**src/adc_pkg.sv**
```systemverilog
// shared types and constants for the axis deadzone conditioner
package adc_pkg;

  localparam int unsigned OUT_W      = 24;
  localparam int unsigned DZ_W       = 15;
  localparam int unsigned GAIN_W     = 16;
  localparam int unsigned DEN_W      = 17;
  localparam int unsigned QUOT_W     = 24;
  localparam int unsigned PROD_SHIFT = 7;
  localparam int unsigned DIV_STEPS  = 4;
  localparam int unsigned DIV_STAGES = QUOT_W / DIV_STEPS;

  localparam int unsigned CFG_IDX_W  = 4;
  localparam int unsigned CFG_DATA_W = 16;

  localparam int ONE_Q16  = 65536;
  localparam int HALF_Q16 = 32768;

  localparam logic [OUT_W-1:0]  OUT_MAX   = 24'h7F_FFFF;
  localparam logic [OUT_W-1:0]  OUT_MIN   = 24'h80_0000;
  localparam logic [GAIN_W-1:0] GAIN_UNIT = 16'd256;

  localparam logic [CFG_IDX_W-1:0] CFG_INVERT = 4'd0;
  localparam logic [CFG_IDX_W-1:0] CFG_RANGE  = 4'd1;
  localparam logic [CFG_IDX_W-1:0] CFG_DZ     = 4'd2;
  localparam logic [CFG_IDX_W-1:0] CFG_GAIN   = 4'd3;

  typedef enum logic [1:0] {
    RANGE_FULL = 2'd0,
    RANGE_FWD  = 2'd1,
    RANGE_BWD  = 2'd2
  } range_mode_e;

  typedef struct packed {
    logic neg;
    logic ovf;
  } div_tag_t;

endpackage

```
**src/adc_if.sv**
```systemverilog
// beat interfaces for sample input, result output and register writes
interface adc_sample_if #(
  parameter int unsigned SAMPLE_WIDTH = 16
) ();
  logic                           valid;
  logic                           ready;
  logic signed [SAMPLE_WIDTH-1:0] raw_sample;

  modport source (output valid, output raw_sample, input ready);
  modport sink   (input valid, input raw_sample, output ready);
endinterface

interface adc_result_if import adc_pkg::*; ();
  logic                    valid;
  logic                    ready;
  logic signed [OUT_W-1:0] conditioned_value;

  modport source (output valid, output conditioned_value, input ready);
  modport sink   (input valid, input conditioned_value, output ready);
endinterface

interface adc_cfg_if import adc_pkg::*; ();
  logic                  valid;
  logic                  ready;
  logic [CFG_IDX_W-1:0]  reg_index;
  logic [CFG_DATA_W-1:0] wdata;

  modport source (output valid, output reg_index, output wdata, input ready);
  modport sink   (input valid, input reg_index, input wdata, output ready);
endinterface

```
**src/adc_div.sv**
```systemverilog
// pipelined restoring divider with saturation tag passed alongside
module adc_div import adc_pkg::*; (
  input  logic              clk_i,
  input  logic              rst_ni,
  input  logic              in_valid_i,
  output logic              in_ready_o,
  input  logic [DEN_W-1:0]  in_rem_i,
  input  logic [QUOT_W-1:0] in_dq_i,
  input  logic [DEN_W-1:0]  in_den_i,
  input  div_tag_t          in_tag_i,
  output logic              out_valid_o,
  input  logic              out_ready_i,
  output logic [QUOT_W-1:0] out_quot_o,
  output div_tag_t          out_tag_o
);

  typedef struct packed {
    logic [DEN_W-1:0]  rem;
    logic [QUOT_W-1:0] dq;
  } div_acc_t;

  function automatic div_acc_t div_steps(div_acc_t acc, logic [DEN_W-1:0] den);
    logic [DEN_W:0] trial;
    div_acc_t       a;
    a = acc;
    for (int s = 0; s < DIV_STEPS; s++) begin
      trial = {a.rem, a.dq[QUOT_W-1]};
      if (trial >= {1'b0, den}) begin
        a.rem = DEN_W'(trial - {1'b0, den});
        a.dq  = {a.dq[QUOT_W-2:0], 1'b1};
      end else begin
        a.rem = trial[DEN_W-1:0];
        a.dq  = {a.dq[QUOT_W-2:0], 1'b0};
      end
    end
    return a;
  endfunction

  logic [DIV_STAGES-1:0] vld_q;
  logic [DIV_STAGES-1:0] en;
  div_acc_t              acc_q [DIV_STAGES];
  div_acc_t              acc_d [DIV_STAGES];
  logic [DEN_W-1:0]      den_q [DIV_STAGES];
  div_tag_t              tag_q [DIV_STAGES];

  // a stage moves when it is empty or the next one moves
  always_comb begin
    en[DIV_STAGES-1] = !vld_q[DIV_STAGES-1] || out_ready_i;
    for (int k = DIV_STAGES - 2; k >= 0; k--) begin
      en[k] = !vld_q[k] || en[k+1];
    end
  end

  always_comb begin
    acc_d[0] = div_steps(div_acc_t'{rem: in_rem_i, dq: in_dq_i}, in_den_i);
    for (int k = 1; k < DIV_STAGES; k++) begin
      acc_d[k] = div_steps(acc_q[k-1], den_q[k-1]);
    end
  end

  always_ff @(posedge clk_i or negedge rst_ni) begin
    if (!rst_ni) begin
      vld_q <= '0;
    end else begin
      if (en[0]) vld_q[0] <= in_valid_i;
      for (int k = 1; k < DIV_STAGES; k++) begin
        if (en[k]) vld_q[k] <= vld_q[k-1];
      end
    end
  end

  always_ff @(posedge clk_i) begin
    if (en[0]) begin
      acc_q[0] <= acc_d[0];
      den_q[0] <= in_den_i;
      tag_q[0] <= in_tag_i;
    end
    for (int k = 1; k < DIV_STAGES; k++) begin
      if (en[k]) begin
        acc_q[k] <= acc_d[k];
        den_q[k] <= den_q[k-1];
        tag_q[k] <= tag_q[k-1];
      end
    end
  end

  assign in_ready_o  = en[0];
  assign out_valid_o = vld_q[DIV_STAGES-1];
  assign out_quot_o  = acc_q[DIV_STAGES-1].dq;
  assign out_tag_o   = tag_q[DIV_STAGES-1];

endmodule

```
**src/axis_deadzone_conditioner_top.sv**
```systemverilog
// axis deadzone conditioner top level: config registers, datapath pipeline
//
//   port      dir   beat payload         notes
//   sample_i  in    raw_sample           signed, SAMPLE_WIDTH bits
//   result_o  out   conditioned_value    signed Q9.15, ratio times gain, 24 bits
//   cfg_i     in    reg_index, wdata     always ready, unknown index dropped
//
// one sample per cycle while the output is not stalled; four front stages, six
// divider stages of four quotient bits each, one output register
// reset clears all valid bits and loads the register reset values
// each stage advances when it is empty or its successor advances, so
// bubbles close up under a stalled output and nothing is lost or repeated
module axis_deadzone_conditioner_top import adc_pkg::*; #(
  parameter int unsigned SAMPLE_WIDTH = 16
) (
  input  logic        clk_i,
  input  logic        rst_ni,
  adc_sample_if.sink  sample_i,
  adc_result_if.source result_o,
  adc_cfg_if.sink     cfg_i
);

  localparam int unsigned MW = (SAMPLE_WIDTH + 1 > DEN_W) ? SAMPLE_WIDTH + 1 : DEN_W;
  localparam int unsigned VW = MW + 1;
  localparam int unsigned PW = MW + GAIN_W;
  localparam int unsigned LOW_W = QUOT_W - PROD_SHIFT;

  // configuration registers
  logic              invert_q;
  range_mode_e       range_q;
  logic [DZ_W-1:0]   dz_q;
  logic [GAIN_W-1:0] gain_q;

  assign cfg_i.ready = 1'b1;

  always_ff @(posedge clk_i or negedge rst_ni) begin
    if (!rst_ni) begin
      invert_q <= 1'b0;
      range_q  <= RANGE_FULL;
      dz_q     <= '0;
      gain_q   <= GAIN_UNIT;
    end else if (cfg_i.valid) begin
      unique case (cfg_i.reg_index)
        CFG_INVERT: invert_q <= cfg_i.wdata[0];
        CFG_RANGE:  range_q  <= range_mode_e'(cfg_i.wdata[1:0]);
        CFG_DZ:     dz_q     <= cfg_i.wdata[DZ_W-1:0];
        CFG_GAIN:   gain_q   <= cfg_i.wdata[GAIN_W-1:0];
        default: ;
      endcase
    end
  end

  // stage enables
  logic out_vld_q, div_out_vld, div_in_rdy;
  logic s1_vld_q, s2_vld_q, s3_vld_q, s4_vld_q;
  logic en_out, en4, en3, en2, en1;

  assign en_out = !out_vld_q || result_o.ready;
  assign en4    = !s4_vld_q || div_in_rdy;
  assign en3    = !s3_vld_q || en4;
  assign en2    = !s2_vld_q || en3;
  assign en1    = !s1_vld_q || en2;

  assign sample_i.ready = en1;

  // stage 1: invert and range mapping into 2^-16 units
  logic signed [VW-1:0] v_sx, v_inv, v16_d, v16_q;

  always_comb begin
    v_sx  = VW'(sample_i.raw_sample);
    v_inv = invert_q ? -v_sx : v_sx;
    unique case (range_q)
      RANGE_FWD: v16_d = v_inv + VW'(HALF_Q16);
      RANGE_BWD: v16_d = v_inv - VW'(HALF_Q16);
      default:   v16_d = v_inv <<< 1;
    endcase
  end

  // stage 2: magnitude less deadzone
  logic          neg_d, s2_neg_q;
  logic [VW-1:0] abs_v;
  logic [MW-1:0] mag, dz16, num_d, num_q;

  always_comb begin
    neg_d = v16_q[VW-1];
    abs_v = neg_d ? VW'(-v16_q) : VW'(v16_q);
    mag   = abs_v[MW-1:0];
    dz16  = MW'({dz_q, 1'b0});
    num_d = (mag > dz16) ? (mag - dz16) : '0;
  end

  // stage 3: gain product
  logic          s3_neg_q;
  logic [PW-1:0] prod_d, prod_q;

  assign prod_d = PW'(num_q) * PW'(gain_q);

  // stage 4: overflow check and divider setup
  logic [PW-LOW_W-1:0] hi;
  logic [DEN_W-1:0]    den_d, den_q, rem_d, rem_q;
  logic [QUOT_W-1:0]   lo_d, lo_q;
  div_tag_t            tag_d, tag_q;

  always_comb begin
    hi        = prod_q[PW-1:LOW_W];
    den_d     = DEN_W'(ONE_Q16) - DEN_W'({dz_q, 1'b0});
    tag_d.neg = s3_neg_q;
    tag_d.ovf = MW'(hi) >= MW'(den_d);
    rem_d     = tag_d.ovf ? '0 : DEN_W'(hi);
    lo_d      = {prod_q[LOW_W-1:0], {PROD_SHIFT{1'b0}}};
  end

  always_ff @(posedge clk_i or negedge rst_ni) begin
    if (!rst_ni) begin
      s1_vld_q <= 1'b0;
      s2_vld_q <= 1'b0;
      s3_vld_q <= 1'b0;
      s4_vld_q <= 1'b0;
    end else begin
      if (en1) s1_vld_q <= sample_i.valid;
      if (en2) s2_vld_q <= s1_vld_q;
      if (en3) s3_vld_q <= s2_vld_q;
      if (en4) s4_vld_q <= s3_vld_q;
    end
  end

  always_ff @(posedge clk_i) begin
    if (en1) v16_q <= v16_d;
    if (en2) begin
      num_q    <= num_d;
      s2_neg_q <= neg_d;
    end
    if (en3) begin
      prod_q   <= prod_d;
      s3_neg_q <= s2_neg_q;
    end
    if (en4) begin
      rem_q <= rem_d;
      lo_q  <= lo_d;
      den_q <= den_d;
      tag_q <= tag_d;
    end
  end

  logic [QUOT_W-1:0] quot;
  div_tag_t          quot_tag;

  adc_div u_div (
    .clk_i       (clk_i),
    .rst_ni      (rst_ni),
    .in_valid_i  (s4_vld_q),
    .in_ready_o  (div_in_rdy),
    .in_rem_i    (rem_q),
    .in_dq_i     (lo_q),
    .in_den_i    (den_q),
    .in_tag_i    (tag_q),
    .out_valid_o (div_out_vld),
    .out_ready_i (en_out),
    .out_quot_o  (quot),
    .out_tag_o   (quot_tag)
  );

  // output: saturate and apply sign
  logic [OUT_W-1:0] res_d, res_q;

  always_comb begin
    if (quot_tag.neg) begin
      if (quot_tag.ovf || (quot > QUOT_W'(OUT_MIN))) res_d = OUT_MIN;
      else                                          res_d = OUT_W'(-quot);
    end else begin
      if (quot_tag.ovf || (quot > QUOT_W'(OUT_MAX))) res_d = OUT_MAX;
      else                                          res_d = OUT_W'(quot);
    end
  end

  always_ff @(posedge clk_i or negedge rst_ni) begin
    if (!rst_ni) begin
      out_vld_q <= 1'b0;
    end else if (en_out) begin
      out_vld_q <= div_out_vld;
    end
  end

  always_ff @(posedge clk_i) begin
    if (en_out) res_q <= res_d;
  end

  assign result_o.valid             = out_vld_q;
  assign result_o.conditioned_value = res_q;

endmodule
```
**src/flat_wrapper.sv**
```systemverilog
// flat-port wrapper written by rule: the top's interface ports become plain ports
module axis_deadzone_conditioner_top_flat import adc_pkg::*;
#(
  parameter int unsigned SAMPLE_WIDTH = 16
)
  (clk_i, rst_ni, sample_i_valid, sample_i_raw_sample, sample_i_ready, result_o_valid, result_o_conditioned_value, result_o_ready, cfg_i_valid, cfg_i_reg_index, cfg_i_wdata, cfg_i_ready);
  adc_sample_if #(.SAMPLE_WIDTH(SAMPLE_WIDTH)) sample_i_i ();
  adc_result_if result_o_i ();
  adc_cfg_if cfg_i_i ();
  input  logic clk_i;
  input  logic rst_ni;
  input wire logic [$bits(sample_i_i.valid)-1:0] sample_i_valid;
  input wire logic [$bits(sample_i_i.raw_sample)-1:0] sample_i_raw_sample;
  output wire logic [$bits(sample_i_i.ready)-1:0] sample_i_ready;
  output wire logic [$bits(result_o_i.valid)-1:0] result_o_valid;
  output wire logic [$bits(result_o_i.conditioned_value)-1:0] result_o_conditioned_value;
  input wire logic [$bits(result_o_i.ready)-1:0] result_o_ready;
  input wire logic [$bits(cfg_i_i.valid)-1:0] cfg_i_valid;
  input wire logic [$bits(cfg_i_i.reg_index)-1:0] cfg_i_reg_index;
  input wire logic [$bits(cfg_i_i.wdata)-1:0] cfg_i_wdata;
  output wire logic [$bits(cfg_i_i.ready)-1:0] cfg_i_ready;
  assign sample_i_i.valid = sample_i_valid;
  assign sample_i_i.raw_sample = sample_i_raw_sample;
  assign sample_i_ready = sample_i_i.ready;
  assign result_o_valid = result_o_i.valid;
  assign result_o_conditioned_value = result_o_i.conditioned_value;
  assign result_o_i.ready = result_o_ready;
  assign cfg_i_i.valid = cfg_i_valid;
  assign cfg_i_i.reg_index = cfg_i_reg_index;
  assign cfg_i_i.wdata = cfg_i_wdata;
  assign cfg_i_ready = cfg_i_i.ready;
  axis_deadzone_conditioner_top #(.SAMPLE_WIDTH(SAMPLE_WIDTH)) u_core (.clk_i(clk_i), .rst_ni(rst_ni), .sample_i(sample_i_i), .result_o(result_o_i), .cfg_i(cfg_i_i));
endmodule
```
**config.mk**
```make
export PLATFORM = sky130hd
export DESIGN_NAME = axis_deadzone_conditioner_top_flat
export DESIGN_NICKNAME = d
export VERILOG_FILES = /design/src/adc_pkg.sv /design/src/adc_if.sv /design/src/adc_div.sv /design/src/axis_deadzone_conditioner_top.sv /design/src/flat_wrapper.sv
export SDC_FILE = /design/constraint.sdc
export NUM_CORES = 2
export LEC_CHECK = 0
export BUFFER_PORTS_ARGS = -buffer_cell sky130_fd_sc_hd__buf_2
export CAP_MARGIN = 20
export CORE_MARGIN = 2
export CORE_UTILIZATION = 60
export CTS_BUF_LIST = sky130_fd_sc_hd__clkbuf_8 sky130_fd_sc_hd__clkbuf_16
export CTS_CLUSTER_DIAMETER = 60
export DETAILED_ROUTE_END_ITERATION = 12
export PLACE_DENSITY_LB_ADDON = 0.3
export SYNTH_ARGS = -nofsm -noshare
export SYNTH_HDL_FRONTEND = slang
export SYNTH_HIERARCHICAL = 1
export SYNTH_SLANG_ARGS = --single-unit
```
**constraint.sdc**
```tcl
create_clock -name clk_i -period 17.29 [get_ports clk_i]
set_input_delay 0.8645 -clock clk_i [delete_from_list [all_inputs] [get_ports clk_i]]
set_output_delay 0.8645 -clock clk_i [all_outputs]
set_load 0.03 [all_outputs]
```
# After elaboration in Yosys (flattened, before gate mapping)
# Memory sizes are Yosys's and may differ from the RTL's.
# Cells that the tools add are included.
# Widths: inputs -> output; s select.
# totals
reg_bits	191
ramBits	360
inputBits	41
out_inout_bits	27
word_cells	165
mem_count	3
# op_classes
add_sub_neg	31
mul	1
order_cmp	28
eq_ne	5
n_mux	42
reduce_logical	29
# mem_list
memory	depth	width	rd	rd_ports_with_merged_regs	write_ports	line	rtl
u_core.u_div.acc_q	6	41	6	0	6	adc_div.sv:41	div_acc_t acc_q [DIV_STAGES];
u_core.u_div.den_q	6	17	5	0	6	adc_div.sv:43	logic [DEN_W-1:0] den_q [DIV_STAGES];
u_core.u_div.tag_q	6	2	6	0	6	adc_div.sv:44	div_tag_t tag_q [DIV_STAGES];
# op_table
op	n
$mux 41	24
$ge 18x17->1	23
$sub 17x17->17	24
$mux 24	3
$pmux 18 s2	1
$mul 17x16->33	1
$gt 24x23->1 const B	1
$gt 24x24->1 const B	1
$neg 24->24	1
$add 18x17->18 const B	1
$mux 18	1
$neg 16->18	1
$sub 18x17->18 const B	1
$ge 16x17->1	1
$ge 17x17->1	1
$gt 17x16->1	1
$mux 17	1
$neg 17->17	1
$sub 17x16->17	1
$sub 17x16->17 const A	1
$logic_or 1x1->1	13
$mux 1	12
$logic_not 1->1	11
$eq 4x2->1 const B	2
other kinds (5)	8

# Longest topological paths before layout
# depth
word_depth	12
depth_mapped	52
depth_no_buf	45

# Modules after synthesis
# The synthesis kept the hierarchy.
# modules_own_cells
module	n_inst	cells_per_inst	area_per_inst_um2	seq_area_each_um2
adc_div	1	3618	33514.6	9939.5
axis_deadzone_conditioner_top	1	1798	18143.7	5331.4

# Worst setup path before layout
# OpenSTA, ideal clock, no wires.
# synth_timing
kind	reg-to-reg
from	memory u_core.u_div.den_q[1][1]
to	memory u_core/u_div/acc_q[2][35] in the netlist's numbering, data pin
setup_time_ns	0.261
arrival_ns	10.193
required_time_ns	17.029
slack_ns	6.836
path_stages_with_launch	48
n_path_buf	6
synth_period_minus_slack_ns	10.454
cell_sequence	edfxtp_1 > inv_1 > fa_1 > a211oi_1 > o21ai_0 > nand3_1 > a31o_2 > and2_1 > buf_2 > clkinv_1 > nand2_1 > o21ai_0 > fa_1 > nand2b_1 > a211oi_1 > o41a_1 > o2111ai_1 > a31oi_1 > (+12 left out) > o21ai_0 > a31oi_1 > inv_1 > clkbuf_1 > buf_1 > a21oi_1 > fa_1 > a211o_1 > a211oi_1 > o21bai_1 > a21oi_1 > o21ai_1 > a31o_2 > a21oi_1 > nor2b_1 > a22oi_2 > buf_2 > a221o_1
# synth_rtl
item	line
start, declared	adc_div.sv:43
end, declared	adc_div.sv:41

==> impl_metrics.ini <==
[clock_network]
cts_sinks = 516
post_cts_buffers = 0
holdBufCountCts = 0
cts_tree = yes
cts_buffer_depth = 3
worstSkewPairLatency_ps = 620
htreeDepth = 3
clockRootBuffer = clkbuf_16
clk_pin_slew_ps = 60
numCtsBuffers = 67
post_cts_resized = 0

[yosys]
synth-edff-count = 471
ys_seq_elements = 516
async_flop_share = 0.0872
ys.flop_type = edfxtp_1
yosysSeqAreaShare = 0.296
synth.top_cells.by_area = edfxtp_1, ha_1, fa_1
synth_top_area_cell = edfxtp_1
synth.distinct_cells = 111
netlist.area_leader.share = 0.274
syn_area_per_cell_sq_um = 9.54
netlist_instances = 5416
yosysWarningCount = 6
netlist_area_sq_um = 51700

[timing]
period_needed_ps = 12750
relSlewSlack = 0.290
fin_setup_tns_ps = 0
skew_ps = 35.4
worstMarginPinSlew_ps = 1070
finalMaxSlewViolations = 0
finalCritPeriodShare = 0.737
final-hold-violation-count = 0
setup_ws_ps = 4540
rsz0062_at_grt = false
setup_viol = 0
fmax_ghz = 0.0785

[grt]
grt_busiest_layer = met2
grt_max_degree = 63
grt_pass1_vias = 40300
use_met2 = 0.493
track_usage = 0.300
grt_use_met3 = 0.0371
grt_pass1_wl_um = 215000
antenna_found_initial = 1
met1_usage = 0.402
overflow = 0

[worst_setup_path]
critical_path_required_ps = 17650
r2r_setup_slack_ps = 4540
startpoint = u_core/u_div/den_q[1][1]$_DFFE_PP_
arrival_ps = 13110
rr_worst_depth = 43
crit_path_max_incr_delay_ps = 600
regToRegEndpoint = u_core/u_div/acc_q[2][40]$_DFFE_PP_
r2r_start = u_core/u_div/den_q[1][1]$_DFFE_PP_
crit_fanout = 22
cp-start-kind = flip-flop
slowest_stage = nor2b_1
cp-end-kind = flip-flop
crit_type = flip-flop to flip-flop

[floorplanning]
num_rows = 107
die_x_um = 297
start_util = 0.606
fp.dieArea_sq_um = 88500
design.core.area_sq_um = 85300
ioPinCount = 68
fp.dieH_um = 297

[layout]
layout_common_cells = inv_1, ha_1, edfxtp_1, nand2_1, a21oi_1
n_antenna_cell = 0
final_cell_area_sq_um = 55400
instances_no_fill = 6654
fillers = 6809
fin_nets = 6280
synthToLayoutAreaGrowth_pct = 7.29
drive_gt1_frac = 0.0889
final_common_cell = inv_1

[drt]
post-route-drc-count = 0
vias = 41400
vias_per_cell = 6.22
routed_wl_um = 133000
drt_iter0_drc = 3640
wl_per_cell_um = 20.0
drt_first_pass_iters = 7
antenna_left = 0

[placement]
io_buffers = 66
place_area_sq_um = 53100
dpl.cell_count = 6531
globalplace.congestion = 0.971
hpwl_um = 105000
dp_slack_ps = 4850

[min_path]
hold_path_class = primary input to async pin

[flow_run]
cap_violations = 0

[status]
status = completed
-- Yosys cell counts (34+ instances only) --
cell and number:
a31oi_1 45, nand3_1 98, xnor2_1 250, nor2b_1 57
o31ai_1 47, nand2b_1 64, a21oi_1 329, a221o_1 34
o21a_1 88, o21ai_0 230, nor3_1 130, and3_1 60
ha_1 548, clkbuf_1 91, dfrtp_1 44, a211oi_1 42
edfxtp_1 471, nand4_1 65, inv_1 551, nor2_1 303
mux2_2 182, or3_1 39, or2_2 34, fa_1 233
and2_1 168, mux2i_1 47, a21o_1 121, nand2_1 443
xor2_1 119
-- worst max-delay path by stage --
stage,end,slack [ps],cells after the start
detailed placement,u_core/u_div/acc_q[2][40]$_DFFE_PP_,4850,43
CTS,u_core/u_div/acc_q[1][30]$_DFFE_PP_,4760,37
global route,u_core/u_div/acc_q[2][40]$_DFFE_PP_,3620,43
finish,u_core/u_div/acc_q[2][40]$_DFFE_PP_,4540,43
floorplan,u_core/u_div/acc_q[2][35]$_DFFE_PP_,6840,47
global placement,u_core/u_div/acc_q[1][30]$_DFFE_PP_,4990,37
-- sequential cells by signal, indices dropped and copies added, names as in the netlist, 2 cells and up --
name and count:
u_core/num_q 17, u_core/range_q 2, u_core/result_o.conditioned_value 24, u_core/u_div/vld_q 6, u_core/gain_q 16, u_core/dz_q 15
u_core/den_q 16, u_core/v16_q 18, u_core/prod_q 33, u_core/lo_q 17, u_core/tag_q 2, u_core/u_div/acc_q 229
u_core/u_div/tag_q 12, u_core/rem_q 16, u_core/u_div/den_q 85
-- routing by layer --
metal | vias to the layer above | routed length [um]
li1 | 19600 | -
met1 | 20000 | 57400
met2 | 1518 | 61900
met3 | 330 | 8310
met4 | 0 | 5700
met5 | - | 0
-- critical path: cells and delay by family (launching register included) --
kind	cells	cell delay (ps)
simple gates	9	2270
mux	1	420
flops	1	460
fa+ha+maj	4	1880
buf+inv	5	1690
compound gates	24	5750
-- logic make-up (layout without fill, tap and decap cells) --
group / after synthesis / in the layout / synth area share
AO/OA/AOI/OAI: 1235 / 1235 / 0.159
multiplexers: 255 / 255 / 0.0554
buffers and inverters: 695 / 775 / 0.0528
other: 2 / 16 / 0.000145
adder cells (fa/ha/maj): 781 / 781 / 0.223
AND/OR/NAND/NOR: 1563 / 1563 / 0.151
XOR/XNOR: 369 / 369 / 0.0626
flip-flops: 516 / 516 / 0.296
-- metrics by stage --
stage | utilization | hold slack (ps)
after global placement | 0.622 | 400
final | 0.650 | 371
after global routing | 0.650 | 412
after CTS | 0.650 | 366
after floorplan | - | 400
after detailed placement | 0.622 | 405
-- layout make-up --
cell class | count | area, sq um | share of cell area
clock buffer | 71 | 1770 | 0.0319
clock inverter | 50 | 557 | 0.0100
sequential | 516 | 15300 | 0.276
inverter | 563 | 2120 | 0.0382
timing repair buffer | 91 | 538 | 0.00971
multi-input combinational | 4219 | 33700 | 0.609
tap | 1144 | 1430 | 0.0258
Power is not shown: default switching activity piles up to over one toggle a cycle in this logic, so the estimate is an artifact.
